--- src/rtl/core/pswfs_pkg.sv ---
package pswfs_pkg;

  localparam int MAX_PREAMBLE_BYTES = 8;
  localparam int MAX_SYNC_BYTES     = 4;
  localparam int LENGTH_BITS        = 16;
  localparam int QUEUE_DEPTH        = 2;

  localparam int REG_INDEX_W = 3;
  localparam logic [REG_INDEX_W-1:0] REG_MODULATION       = 3'd0;
  localparam logic [REG_INDEX_W-1:0] REG_PREAMBLE_PATTERN = 3'd1;
  localparam logic [REG_INDEX_W-1:0] REG_PREAMBLE_BYTES   = 3'd2;
  localparam logic [REG_INDEX_W-1:0] REG_SYNC_PATTERN     = 3'd3;
  localparam logic [REG_INDEX_W-1:0] REG_SYNC_BYTES       = 3'd4;

  localparam logic [7:0] PREAMBLE_PATTERN_RST = 8'd170;
  localparam logic [3:0] PREAMBLE_BYTES_RST   = 4'd8;
  localparam logic [2:0] SYNC_BYTES_RST       = 3'd4;

  typedef struct packed {
    logic pre_shift;
    logic sync_shift;
    logic sync_clear;
  } corr_ctl_t;

  typedef struct packed {
    logic       pre_hit;
    logic       sync_hit;
    logic [1:0] sync_rot;
  } corr_stat_t;

  typedef struct packed {
    logic [7:0]  payload_byte;
    logic        last_of_frame;
    logic [15:0] frame_bytes;
  } res_t;

  // Gray map {0,1,3,2}; it is its own inverse
  function automatic logic [1:0] gray2(input logic [1:0] v);
    return {v[1], v[1] ^ v[0]};
  endfunction

  function automatic logic [1:0] rot_sym(input logic [1:0] v, input logic [1:0] k);
    logic [1:0] idx;
    idx = gray2(v) + k;
    return gray2(idx);
  endfunction

  function automatic logic [1:0] derot_sym(input logic [1:0] v, input logic [1:0] k);
    logic [1:0] idx;
    idx = gray2(v) - k;
    return gray2(idx);
  endfunction

  function automatic logic [31:0] rot_word(input logic [31:0] w, input logic [1:0] k);
    logic [31:0] r;
    for (int p = 0; p < 16; p++) begin
      r[2*p +: 2] = rot_sym(w[2*p +: 2], k);
    end
    return r;
  endfunction

endpackage

--- src/rtl/core/pswfs_corr.sv ---
module pswfs_corr #(
  parameter int MAX_PREAMBLE_BYTES = pswfs_pkg::MAX_PREAMBLE_BYTES,
  parameter int MAX_SYNC_BYTES     = pswfs_pkg::MAX_SYNC_BYTES
) (
  input  logic                  clk,
  input  logic                  rst,
  input  pswfs_pkg::corr_ctl_t  ctl,
  input  logic [1:0]            sym,
  input  logic                  qpsk,
  input  logic [7:0]            pre_pattern,
  input  logic [3:0]            pre_len,
  input  logic [31:0]           sync_pattern,
  input  logic [2:0]            sync_len,
  output pswfs_pkg::corr_stat_t stat
);

  localparam int PW = MAX_PREAMBLE_BYTES * 8;
  localparam int SB = (MAX_SYNC_BYTES > 4) ? 4 : MAX_SYNC_BYTES;
  localparam int SW = SB * 8;
  localparam int CW = $clog2(PW + 1);

  logic [PW-1:0] pre_win;
  logic [PW-1:0] pre_win_next;
  logic [PW-1:0] diff;
  logic [3:0]    lane_cnt [MAX_PREAMBLE_BYTES];
  logic [CW-1:0] ham_dist;
  logic [CW-1:0] target;
  logic          pre_hit;

  logic [SW-1:0] sync_win;
  logic [SW-1:0] sync_win_next;
  logic [SW-1:0] smask;
  logic [SW-1:0] w;
  logic [SW-1:0] t0;
  logic [31:0]   r1;
  logic [31:0]   r2;
  logic [31:0]   r3;

  // preamble: Hamming distance per byte lane, summed over the lanes in use
  always_comb begin
    pre_win_next = qpsk ? {pre_win[PW-3:0], sym} : {pre_win[PW-2:0], sym[0]};
    diff = pre_win_next ^ {MAX_PREAMBLE_BYTES{pre_pattern}};
    for (int l = 0; l < MAX_PREAMBLE_BYTES; l++) begin
      lane_cnt[l] = 4'd0;
      for (int b = 0; b < 8; b++) begin
        lane_cnt[l] = lane_cnt[l] + 4'(diff[l*8 + b]);
      end
    end
    ham_dist = '0;
    for (int l = 0; l < MAX_PREAMBLE_BYTES; l++) begin
      if (pre_len > 4'(l)) begin
        ham_dist = ham_dist + CW'(lane_cnt[l]);
      end
    end
    target = CW'({pre_len, 2'b00});
    pre_hit = (ham_dist == target);
  end

  // sync word: exact match against each allowed rotation, normal first
  always_comb begin
    stat.pre_hit = pre_hit;
    sync_win_next = qpsk ? {sync_win[SW-3:0], sym} : {sync_win[SW-2:0], sym[0]};
    for (int j = 0; j < SB; j++) begin
      smask[j*8 +: 8] = {8{sync_len > 3'(j)}};
    end
    r1 = pswfs_pkg::rot_word(sync_pattern, 2'd1);
    r2 = pswfs_pkg::rot_word(sync_pattern, 2'd2);
    r3 = pswfs_pkg::rot_word(sync_pattern, 2'd3);
    t0 = sync_pattern[SW-1:0] & smask;
    w  = sync_win_next & smask;
    stat.sync_hit = 1'b1;
    stat.sync_rot = 2'd0;
    if (w == t0) begin
      stat.sync_rot = 2'd0;
    end else if (!qpsk) begin
      stat.sync_rot = 2'd2;
      stat.sync_hit = (w == (~t0 & smask));
    end else if (w == (r2[SW-1:0] & smask)) begin
      stat.sync_rot = 2'd2;
    end else if (w == (r1[SW-1:0] & smask)) begin
      stat.sync_rot = 2'd1;
    end else if (w == (r3[SW-1:0] & smask)) begin
      stat.sync_rot = 2'd3;
    end else begin
      stat.sync_hit = 1'b0;
    end
  end

  always_ff @(posedge clk) begin
    if (rst) begin
      pre_win  <= '0;
      sync_win <= '0;
    end else begin
      if (ctl.pre_shift) begin
        pre_win <= pre_win_next;
      end
      if (ctl.sync_clear) begin
        sync_win <= '0;
      end else if (ctl.sync_shift) begin
        sync_win <= sync_win_next;
      end
    end
  end

endmodule

--- src/rtl/core/pswfs_front.sv ---
module pswfs_front (
  input  logic                  clk,
  input  logic                  rst,
  input  logic                  accept,
  input  logic [1:0]            sym,
  input  logic                  qpsk,
  input  pswfs_pkg::corr_stat_t stat,
  output pswfs_pkg::corr_ctl_t  ctl,
  output logic                  res_push,
  output pswfs_pkg::res_t       res
);

  localparam logic [2:0] PH_HUNT = 3'd0;
  localparam logic [2:0] PH_SYNC = 3'd1;
  localparam logic [2:0] PH_LEN  = 3'd2;
  localparam logic [2:0] PH_PAY  = 3'd3;
  localparam logic [2:0] PH_SKIP = 3'd4;

  logic [2:0]  phase, phase_next;
  logic [1:0]  rotation, rotation_next;
  logic [15:0] length_shift, length_shift_next;
  logic [4:0]  length_bit_count, length_bit_count_next;
  logic [2:0]  bit_cnt, bit_cnt_next;
  logic [15:0] byte_cnt, byte_cnt_next;
  logic [7:0]  byte_assembler, byte_assembler_next;

  logic [1:0]  d;
  logic [15:0] len_shifted;
  logic [4:0]  len_cnt_inc;
  logic        b_hi;
  logic [7:0]  asm1, asm2;
  logic [2:0]  bc1, bc2;
  logic        done1, done2, take2, last, emit;

  always_comb begin
    d = qpsk ? pswfs_pkg::derot_sym(sym, rotation) : {1'b0, sym[0] ^ rotation[1]};
    len_shifted = qpsk ? {length_shift[13:0], d} : {length_shift[14:0], d[0]};
    len_cnt_inc = length_bit_count + (qpsk ? 5'd2 : 5'd1);

    // payload packing: up to two bits per beat, stop at the frame's final byte
    b_hi  = qpsk ? d[1] : d[0];
    asm1  = {byte_assembler[6:0], b_hi};
    bc1   = bit_cnt + 3'd1;
    done1 = (bc1 == 3'd0);
    last  = ((byte_cnt + 16'd1) == length_shift);
    take2 = qpsk && !(done1 && last);
    asm2  = {asm1[6:0], d[0]};
    bc2   = take2 ? bc1 + 3'd1 : bc1;
    done2 = take2 && (bc2 == 3'd0);
    emit  = done1 || done2;
  end

  always_comb begin
    phase_next            = phase;
    rotation_next         = rotation;
    length_shift_next     = length_shift;
    length_bit_count_next = length_bit_count;
    bit_cnt_next          = bit_cnt;
    byte_cnt_next         = byte_cnt;
    byte_assembler_next   = byte_assembler;
    ctl                   = '0;
    res_push              = 1'b0;
    res.payload_byte      = done1 ? asm1 : asm2;
    res.last_of_frame     = last;
    res.frame_bytes       = length_shift;

    unique case (phase)
      PH_SYNC: begin
        ctl.sync_shift = accept;
        if (accept && stat.sync_hit) begin
          rotation_next         = stat.sync_rot;
          phase_next            = PH_LEN;
          length_shift_next     = '0;
          length_bit_count_next = '0;
        end
      end
      PH_LEN: begin
        if (accept) begin
          length_shift_next     = len_shifted;
          length_bit_count_next = len_cnt_inc;
          if (len_cnt_inc >= 5'(pswfs_pkg::LENGTH_BITS)) begin
            bit_cnt_next        = '0;
            byte_cnt_next       = '0;
            byte_assembler_next = '0;
            phase_next          = (len_shifted == 16'd0) ? PH_SKIP : PH_PAY;
          end
        end
      end
      PH_PAY: begin
        if (accept) begin
          byte_assembler_next = take2 ? asm2 : asm1;
          bit_cnt_next        = bc2;
          res_push            = emit;
          if (emit) begin
            byte_cnt_next = byte_cnt + 16'd1;
            if (last) begin
              phase_next = PH_SKIP;
            end
          end
        end
      end
      PH_SKIP: begin
        if (accept) begin
          phase_next = PH_HUNT;
        end
      end
      default: begin
        // unused codes hunt like the preamble hunt
        ctl.pre_shift = accept;
        if (accept) begin
          phase_next = PH_HUNT;
          if (stat.pre_hit) begin
            phase_next     = PH_SYNC;
            ctl.sync_clear = 1'b1;
          end
        end
      end
    endcase
  end

  always_ff @(posedge clk) begin
    if (rst) begin
      phase            <= PH_HUNT;
      rotation         <= '0;
      length_shift     <= '0;
      length_bit_count <= '0;
      bit_cnt          <= '0;
      byte_cnt         <= '0;
      byte_assembler   <= '0;
    end else begin
      phase            <= phase_next;
      rotation         <= rotation_next;
      length_shift     <= length_shift_next;
      length_bit_count <= length_bit_count_next;
      bit_cnt          <= bit_cnt_next;
      byte_cnt         <= byte_cnt_next;
      byte_assembler   <= byte_assembler_next;
    end
  end

  a_push_in_pay: assert property (@(posedge clk) disable iff (rst)
    res_push |-> (phase == PH_PAY && accept))
    else $error("result pushed outside payload");

  a_last_skips: assert property (@(posedge clk) disable iff (rst)
    (res_push && res.last_of_frame) |=> (phase == PH_SKIP))
    else $error("final byte did not end the frame");

  a_skip_one: assert property (@(posedge clk) disable iff (rst)
    (phase == PH_SKIP && accept) |=> (phase == PH_HUNT))
    else $error("skip lasted more than one beat");

  a_len_nonzero: assert property (@(posedge clk) disable iff (rst)
    (phase == PH_PAY) |-> (length_shift != 16'd0 && byte_cnt < length_shift))
    else $error("payload count out of range");

endmodule

--- src/rtl/core/pswfs_queue.sv ---
module pswfs_queue (
  input  logic            clk,
  input  logic            rst,
  input  logic            push,
  input  pswfs_pkg::res_t din,
  output logic            full,
  input  logic            pop,
  output logic            empty,
  output pswfs_pkg::res_t dout
);

  localparam int DEPTH = pswfs_pkg::QUEUE_DEPTH;
  localparam int PTRW  = (DEPTH > 1) ? $clog2(DEPTH) : 1;
  localparam int CNTW  = $clog2(DEPTH + 1);

  pswfs_pkg::res_t mem [DEPTH];
  logic [PTRW-1:0] wr_ptr, rd_ptr;
  logic [CNTW-1:0] count;
  logic            do_push, do_pop;

  assign full    = (count == CNTW'(DEPTH));
  assign empty   = (count == '0);
  assign do_push = push && !full;
  assign do_pop  = pop && !empty;
  assign dout    = mem[rd_ptr];

  always_ff @(posedge clk) begin
    if (do_push) begin
      mem[wr_ptr] <= din;
    end
  end

  always_ff @(posedge clk) begin
    if (rst) begin
      wr_ptr <= '0;
      rd_ptr <= '0;
      count  <= '0;
    end else begin
      if (do_push) begin
        wr_ptr <= (wr_ptr == PTRW'(DEPTH - 1)) ? '0 : wr_ptr + 1'b1;
      end
      if (do_pop) begin
        rd_ptr <= (rd_ptr == PTRW'(DEPTH - 1)) ? '0 : rd_ptr + 1'b1;
      end
      if (do_push && !do_pop) begin
        count <= count + 1'b1;
      end else if (do_pop && !do_push) begin
        count <= count - 1'b1;
      end
    end
  end

  a_no_push_full: assert property (@(posedge clk) disable iff (rst)
    push |-> !full)
    else $error("push into full result queue");

  a_count_range: assert property (@(posedge clk) disable iff (rst)
    count <= CNTW'(DEPTH))
    else $error("result queue count overflow");

endmodule

--- src/rtl/core/preamble_sync_word_frame_sync.sv ---
// Frame synchronizer for BPSK/QPSK symbols. One symbol is taken per clock
// unless full: every symbol is classified and consumed in the cycle it is
// accepted (window shift plus preamble distance and sync compare, length gather
// or payload packing), and each finished payload byte goes into a two-beat
// result queue. full only rises while that queue holds two bytes, so with pop
// kept high the block sustains one symbol per cycle; a byte shows on the result
// side in the cycle after the symbol that completes it. After a preamble hit
// (distance of exactly half the compared bits) the sync word is searched in all
// allowed phase rotations, the rotation is latched, 16 length bits follow, then
// the payload; one symbol is skipped after each frame. Registers are written
// through wr_en/wr_index/wr_data and must only change while the block is idle.
module preamble_sync_word_frame_sync #(
  parameter int MAX_PREAMBLE_BYTES = pswfs_pkg::MAX_PREAMBLE_BYTES,
  parameter int MAX_SYNC_BYTES     = pswfs_pkg::MAX_SYNC_BYTES
) (
  input  logic                              clk,
  input  logic                              rst,
  input  logic                              push,
  output logic                              full,
  input  logic [1:0]                        symbol,
  output logic                              empty,
  input  logic                              pop,
  output logic [7:0]                        payload_byte,
  output logic                              last_of_frame,
  output logic [15:0]                       frame_bytes,
  input  logic                              wr_en,
  input  logic [pswfs_pkg::REG_INDEX_W-1:0] wr_index,
  input  logic [31:0]                       wr_data
);

  localparam int SB_EFF = (MAX_SYNC_BYTES > 4) ? 4 : MAX_SYNC_BYTES;

  logic        modulation;
  logic [7:0]  preamble_pattern;
  logic [3:0]  preamble_bytes;
  logic [31:0] sync_pattern;
  logic [2:0]  sync_bytes;

  logic [3:0] pre_len;
  logic [2:0] sync_len;
  logic       accept;
  logic       res_push;

  pswfs_pkg::corr_ctl_t  ctl;
  pswfs_pkg::corr_stat_t stat;
  pswfs_pkg::res_t       res;
  pswfs_pkg::res_t       res_out;

  always_ff @(posedge clk) begin
    if (rst) begin
      modulation       <= 1'b0;
      preamble_pattern <= pswfs_pkg::PREAMBLE_PATTERN_RST;
      preamble_bytes   <= pswfs_pkg::PREAMBLE_BYTES_RST;
      sync_pattern     <= '0;
      sync_bytes       <= pswfs_pkg::SYNC_BYTES_RST;
    end else if (wr_en) begin
      unique case (wr_index)
        pswfs_pkg::REG_MODULATION:       modulation       <= wr_data[0];
        pswfs_pkg::REG_PREAMBLE_PATTERN: preamble_pattern <= wr_data[7:0];
        pswfs_pkg::REG_PREAMBLE_BYTES:   preamble_bytes   <= wr_data[3:0];
        pswfs_pkg::REG_SYNC_PATTERN:     sync_pattern     <= wr_data;
        pswfs_pkg::REG_SYNC_BYTES:       sync_bytes       <= wr_data[2:0];
        default: ;
      endcase
    end
  end

  always_comb begin
    if (preamble_bytes == 4'd0) begin
      pre_len = 4'd1;
    end else if (preamble_bytes > 4'(MAX_PREAMBLE_BYTES)) begin
      pre_len = 4'(MAX_PREAMBLE_BYTES);
    end else begin
      pre_len = preamble_bytes;
    end
    if (sync_bytes == 3'd0) begin
      sync_len = 3'd1;
    end else if (sync_bytes > 3'(SB_EFF)) begin
      sync_len = 3'(SB_EFF);
    end else begin
      sync_len = sync_bytes;
    end
  end

  assign accept = push && !full;

  pswfs_corr #(
    .MAX_PREAMBLE_BYTES(MAX_PREAMBLE_BYTES),
    .MAX_SYNC_BYTES    (MAX_SYNC_BYTES)
  ) u_corr (
    .clk         (clk),
    .rst         (rst),
    .ctl         (ctl),
    .sym         (symbol),
    .qpsk        (modulation),
    .pre_pattern (preamble_pattern),
    .pre_len     (pre_len),
    .sync_pattern(sync_pattern),
    .sync_len    (sync_len),
    .stat        (stat)
  );

  pswfs_front u_front (
    .clk     (clk),
    .rst     (rst),
    .accept  (accept),
    .sym     (symbol),
    .qpsk    (modulation),
    .stat    (stat),
    .ctl     (ctl),
    .res_push(res_push),
    .res     (res)
  );

  pswfs_queue u_queue (
    .clk  (clk),
    .rst  (rst),
    .push (res_push),
    .din  (res),
    .full (full),
    .pop  (pop),
    .empty(empty),
    .dout (res_out)
  );

  assign payload_byte  = res_out.payload_byte;
  assign last_of_frame = res_out.last_of_frame;
  assign frame_bytes   = res_out.frame_bytes;

endmodule
--- config.mk ---
export PLATFORM = sky130hd
export DESIGN_NAME = preamble_sync_word_frame_sync
export DESIGN_NICKNAME = d
export VERILOG_FILES = /design/src/rtl/core/pswfs_pkg.sv /design/src/rtl/core/pswfs_corr.sv /design/src/rtl/core/pswfs_front.sv /design/src/rtl/core/pswfs_queue.sv /design/src/rtl/core/preamble_sync_word_frame_sync.sv
export SDC_FILE = /design/constraint.sdc
export NUM_CORES = 1
export LEC_CHECK = 0
export BUFFER_PORTS_ARGS = -buffer_cell sky130_fd_sc_hd__clkbuf_2
export CAP_MARGIN = 30
export CORE_ASPECT_RATIO = 1.5
export CORE_MARGIN = 2
export CORE_UTILIZATION = 63
export DETAILED_ROUTE_END_ITERATION = 12
export GPL_TIMING_DRIVEN = 0
export PLACE_DENSITY = 0.81
export SKIP_CTS_REPAIR_TIMING = 1
export SLEW_MARGIN = 20
export SYNTH_ARGS = -nofsm -noshare
export SYNTH_HDL_FRONTEND = slang
export SYNTH_HIERARCHICAL = 1
export SYNTH_SLANG_ARGS = --single-unit
--- constraint.sdc ---
create_clock -name clk -period 23.1 [get_ports clk]
set_clock_uncertainty 0.1 [all_clocks]
set_input_delay 1.155 -clock clk [delete_from_list [all_inputs] [get_ports clk]]
set_output_delay 1.155 -clock clk [all_outputs]
set_load 0.05 [all_outputs]
==> impl_metrics.json <==
{
  "outcome": "finished clean",
  "use_met2_pct": 58.0,
  "yosys.area_share.simple_pct": 15.8,
  "critPathSlowestCell": "dfxtp_1",
  "multi_input_area_mm2": 0.0109,
  "worstSkewPairLatency_ps": 550,
  "dieArea_mm2": 0.0287,
  "holdWs_ps": 345,
  "numCtsBuffers": 25,
  "coreArea_mm2": 0.0271,
  "rsz0062_at_grt": "no",
  "fmax_ghz": 0.0480,
  "postSynthCellCount": 1880,
  "ys_types": 100,
  "synth-xor-area-share_pct": 10.3,
  "vias": 14423,
  "grt_pass1_vias": 14669,
  "io_pins": 69,
  "antenna_found_initial": 0,
  "cts.htree.levels": 1,
  "grt_usage_pct": 31.0,
  "die_height_um": 207,
  "nFillCells": 2139,
  "tns_ps": 0,
  "yosysTopAreaCell": "dfxtp_1",
  "synth_top_cell_area_share_pct": 23.1,
  "slew_headroom_pct": 41.1,
  "post-route-min-period_ps": 20840,
  "cts.path.max_buffers": 3,
  "dieWidth_um": 139,
  "min_period_over_period_pct": 90.2,
  "syn_nets": 2015,
  "vias_per_cell": 6.17,
  "crit_type": "register to register",
  "clk_pin_slew_worst_paths_ps": 70,
  "dr.first_iter.drc_count": 795,
  "max_stage_delay_ps": 600,
  "initial_core_util_pct": 63.6,
  "path_max_fanout": 10,
  "maxCapViolations": 0,
  "use_met3_pct": 4.06,
  "cts_tree": "done",
  "cp-end-kind": "register",
  "grt_pass1_wl_um": 72800,
  "diodes": 0,
  "synth_edf_count": 50,
  "top_usage_layer": "met2",
  "synthAdderAreaFrac_pct": 8.44,
  "num_rows": 74,
  "ys_async_sr_fraction_pct": 0,
  "portBuffers": 68,
  "clock_sinks": 249,
  "drt.antenna.violating_nets": 0,
  "ys_ff_latch": 249,
  "post_drt_wl_per_cell_um": 19.4,
  "crit_required_ps": 23410,
  "grt_max_degree": 26,
  "synth_top_family_by_area": "simple AND/OR/NAND/NOR gates",
  "synth_area_leaders": "dfxtp_1 23%, mux2i_1 9.5%, edfxtp_1 8.7%",
  "holdCritPathClass": "register to register",
  "grt_overflow": 0,
  "hold_violations": 0,
  "seq_area_frac_synth_pct": 31.8,
  "dp_hpwl_um": 34500,
  "synth_flop_cell": "dfxtp_1",
  "regArea_mm2": 0.00549,
  "cp_data_arrival_time_ps": 21140,
  "syn_area_mm2": 0.0173,
  "tightest_slew_ps": 883,
  "met1_usage_pct": 33.5,
  "place_congestion": 0.985,
  "critPathMostFrequentCell": "fa_1",
  "yosys_warnings": 6,
  "area_growth_pct": 9.65,
  "start_kind": "register",
  "drc": 0,
  "muxShareOfSynthArea_pct": 12.9,
  "root_buffer": "clkbuf_16",
  "drv_slew": 0,
  "avgSynthCellArea_um2": 9.18,
  "drive_gt1_share_pct": 12.4,
  "nets": 2112,
  "finalSetupViolations": 0,
  "wirelength_um": 45300,
  "synth_compound_area_share_pct": 15.5,
  "firstDrtPassIters": 8
}
-- layer usage --
metal	part of all wire (%)	wire [um]
met5	0	0
met4	5.9	2680
met3	4.6	2100
met2	51	23300
met1	38	17200
-- sequential cells by signal, summed over array words and instances, names as in the netlist, named ones only --
register                  count
u_queue/mem                  50
u_front/rotation              2
u_corr/sync_win              31
u_front/length_shift         16
modulation                    1
u_front/phase                 3
preamble_pattern              8
u_front/byte_assembler        7
sync_pattern                 32
u_queue/count                 2
sync_bytes                    3
u_queue/rd_ptr                1
u_queue/wr_ptr                1
preamble_bytes                4
u_front/length_bit_count      5
u_front/byte_cnt             16
u_front/bit_cnt               3
u_corr/pre_win               63
-- per-stage QoR --
step / instances / area [um2] / setup slack (ps) / util, %
6_report: 2338 / 18900 / 2260 / 69.7
5_1_grt: 2338 / 18900 / 1420 / 69.7
4_1_cts: 2337 / 18900 / 2380 / 69.7
3_5_place_dp: 2291 / 18000 / 2430 / 66.5
3_3_place_gp: 2290 / 18000 / 2660 / 66.4
2_1_floorplan: 1880 / 17300 / 4890 / -
-- critical path, delay by kind of cell, from the launching register on --
family	cells	cell delay [ps]
multiplexers	6	1340
flip-flops	1	600
AND/OR/NAND/NOR	8	940
XOR/XNOR	2	400
buffers and inverters	13	3350
AO/OA/AOI/OAI	9	1520
adder cells (fa/ha/maj)	25	12420
-- placed cells by master (no fill, tap or decap), types with 11 or more instances in the layout --
| cell | n |
|---|---|
| dfxtp_1 | 199 |
| clkbuf_16 | 26 |
| o21ai_0 | 64 |
| fa_1 | 39 |
| mux2i_1 | 164 |
| xnor2_1 | 89 |
| nor3_1 | 21 |
| a31oi_1 | 11 |
| o21ai_1 | 11 |
| and3_1 | 11 |
| o21a_1 | 16 |
| nor4_1 | 19 |
| nor2_1 | 205 |
| a22oi_1 | 20 |
| inv_1 | 76 |
| nand2_1 | 77 |
| nand3_1 | 16 |
| edfxtp_1 | 50 |
| nand4_1 | 13 |
| ha_1 | 54 |
| or3_1 | 14 |
| and2_1 | 12 |
| xor2_1 | 100 |
| clkbuf_1 | 81 |
| nand2b_1 | 83 |
| buf_1 | 11 |
| buf_2 | 27 |
| nor2b_1 | 19 |
| clkbuf_2 | 69 |
| a21oi_1 | 52 |
| mux2_2 | 52 |
| a211oi_1 | 101 |
-- layout make-up --
class | instances | share of cell area, %
buffer | 133 | 3.20
clock buffer | 31 | 3.80
timing repair buffer | 70 | 1.96
tap | 342 | 2.26
inverter | 77 | 1.53
clock inverter | 15 | 0.774
sequential | 249 | 29.0
multi-input combinational | 1421 | 57.5
-- cells by family (layout without fill, tap and decap cells) --
group	Yosys count	in the layout
xor+xnor	195	195
buf+inv	210	326
mux	216	216
flops	249	249
fa+ha+maj	93	93
simple gates	535	535
compound gates	382	382
-- Yosys cell counts, types with 12 or more instances --
| master | n |
|---|---|
| nor3_1 | 21 |
| o21a_1 | 16 |
| and2_1 | 12 |
| edfxtp_1 | 50 |
| buf_2 | 27 |
| xor2_1 | 100 |
| a21oi_1 | 52 |
| or3_1 | 14 |
| nand4_1 | 13 |
| ha_1 | 54 |
| nor4_1 | 19 |
| nor2_1 | 205 |
| a211oi_1 | 101 |
| clkbuf_1 | 81 |
| o21ai_0 | 64 |
| inv_1 | 76 |
| a22oi_1 | 20 |
| nor2b_1 | 19 |
| fa_1 | 39 |
| nand2b_1 | 83 |
| nand2_1 | 77 |
| dfxtp_1 | 199 |
| xnor2_1 | 89 |
| mux2i_1 | 164 |
| mux2_2 | 52 |
| nand3_1 | 16 |
-- path summary, 6_finish.rpt --
| kind | startpoint | end | slack, ps | cells after the start |
|---|---|---|---|---|
| max reg2reg | modulation | u_corr/sync_win[17] | 2260 | 63 |
| min reg2reg | u_front/byte_assembler[6] | u_front/byte_assembler[6] | 350 | 2 |
| min | u_front/byte_assembler[6] | u_front/byte_assembler[6] | 350 | 2 |
| max | modulation | u_corr/sync_win[17] | 2260 | 63 |
Power is not shown: default switching activity piles up to over one toggle a cycle in this logic, so the estimate is an artifact.
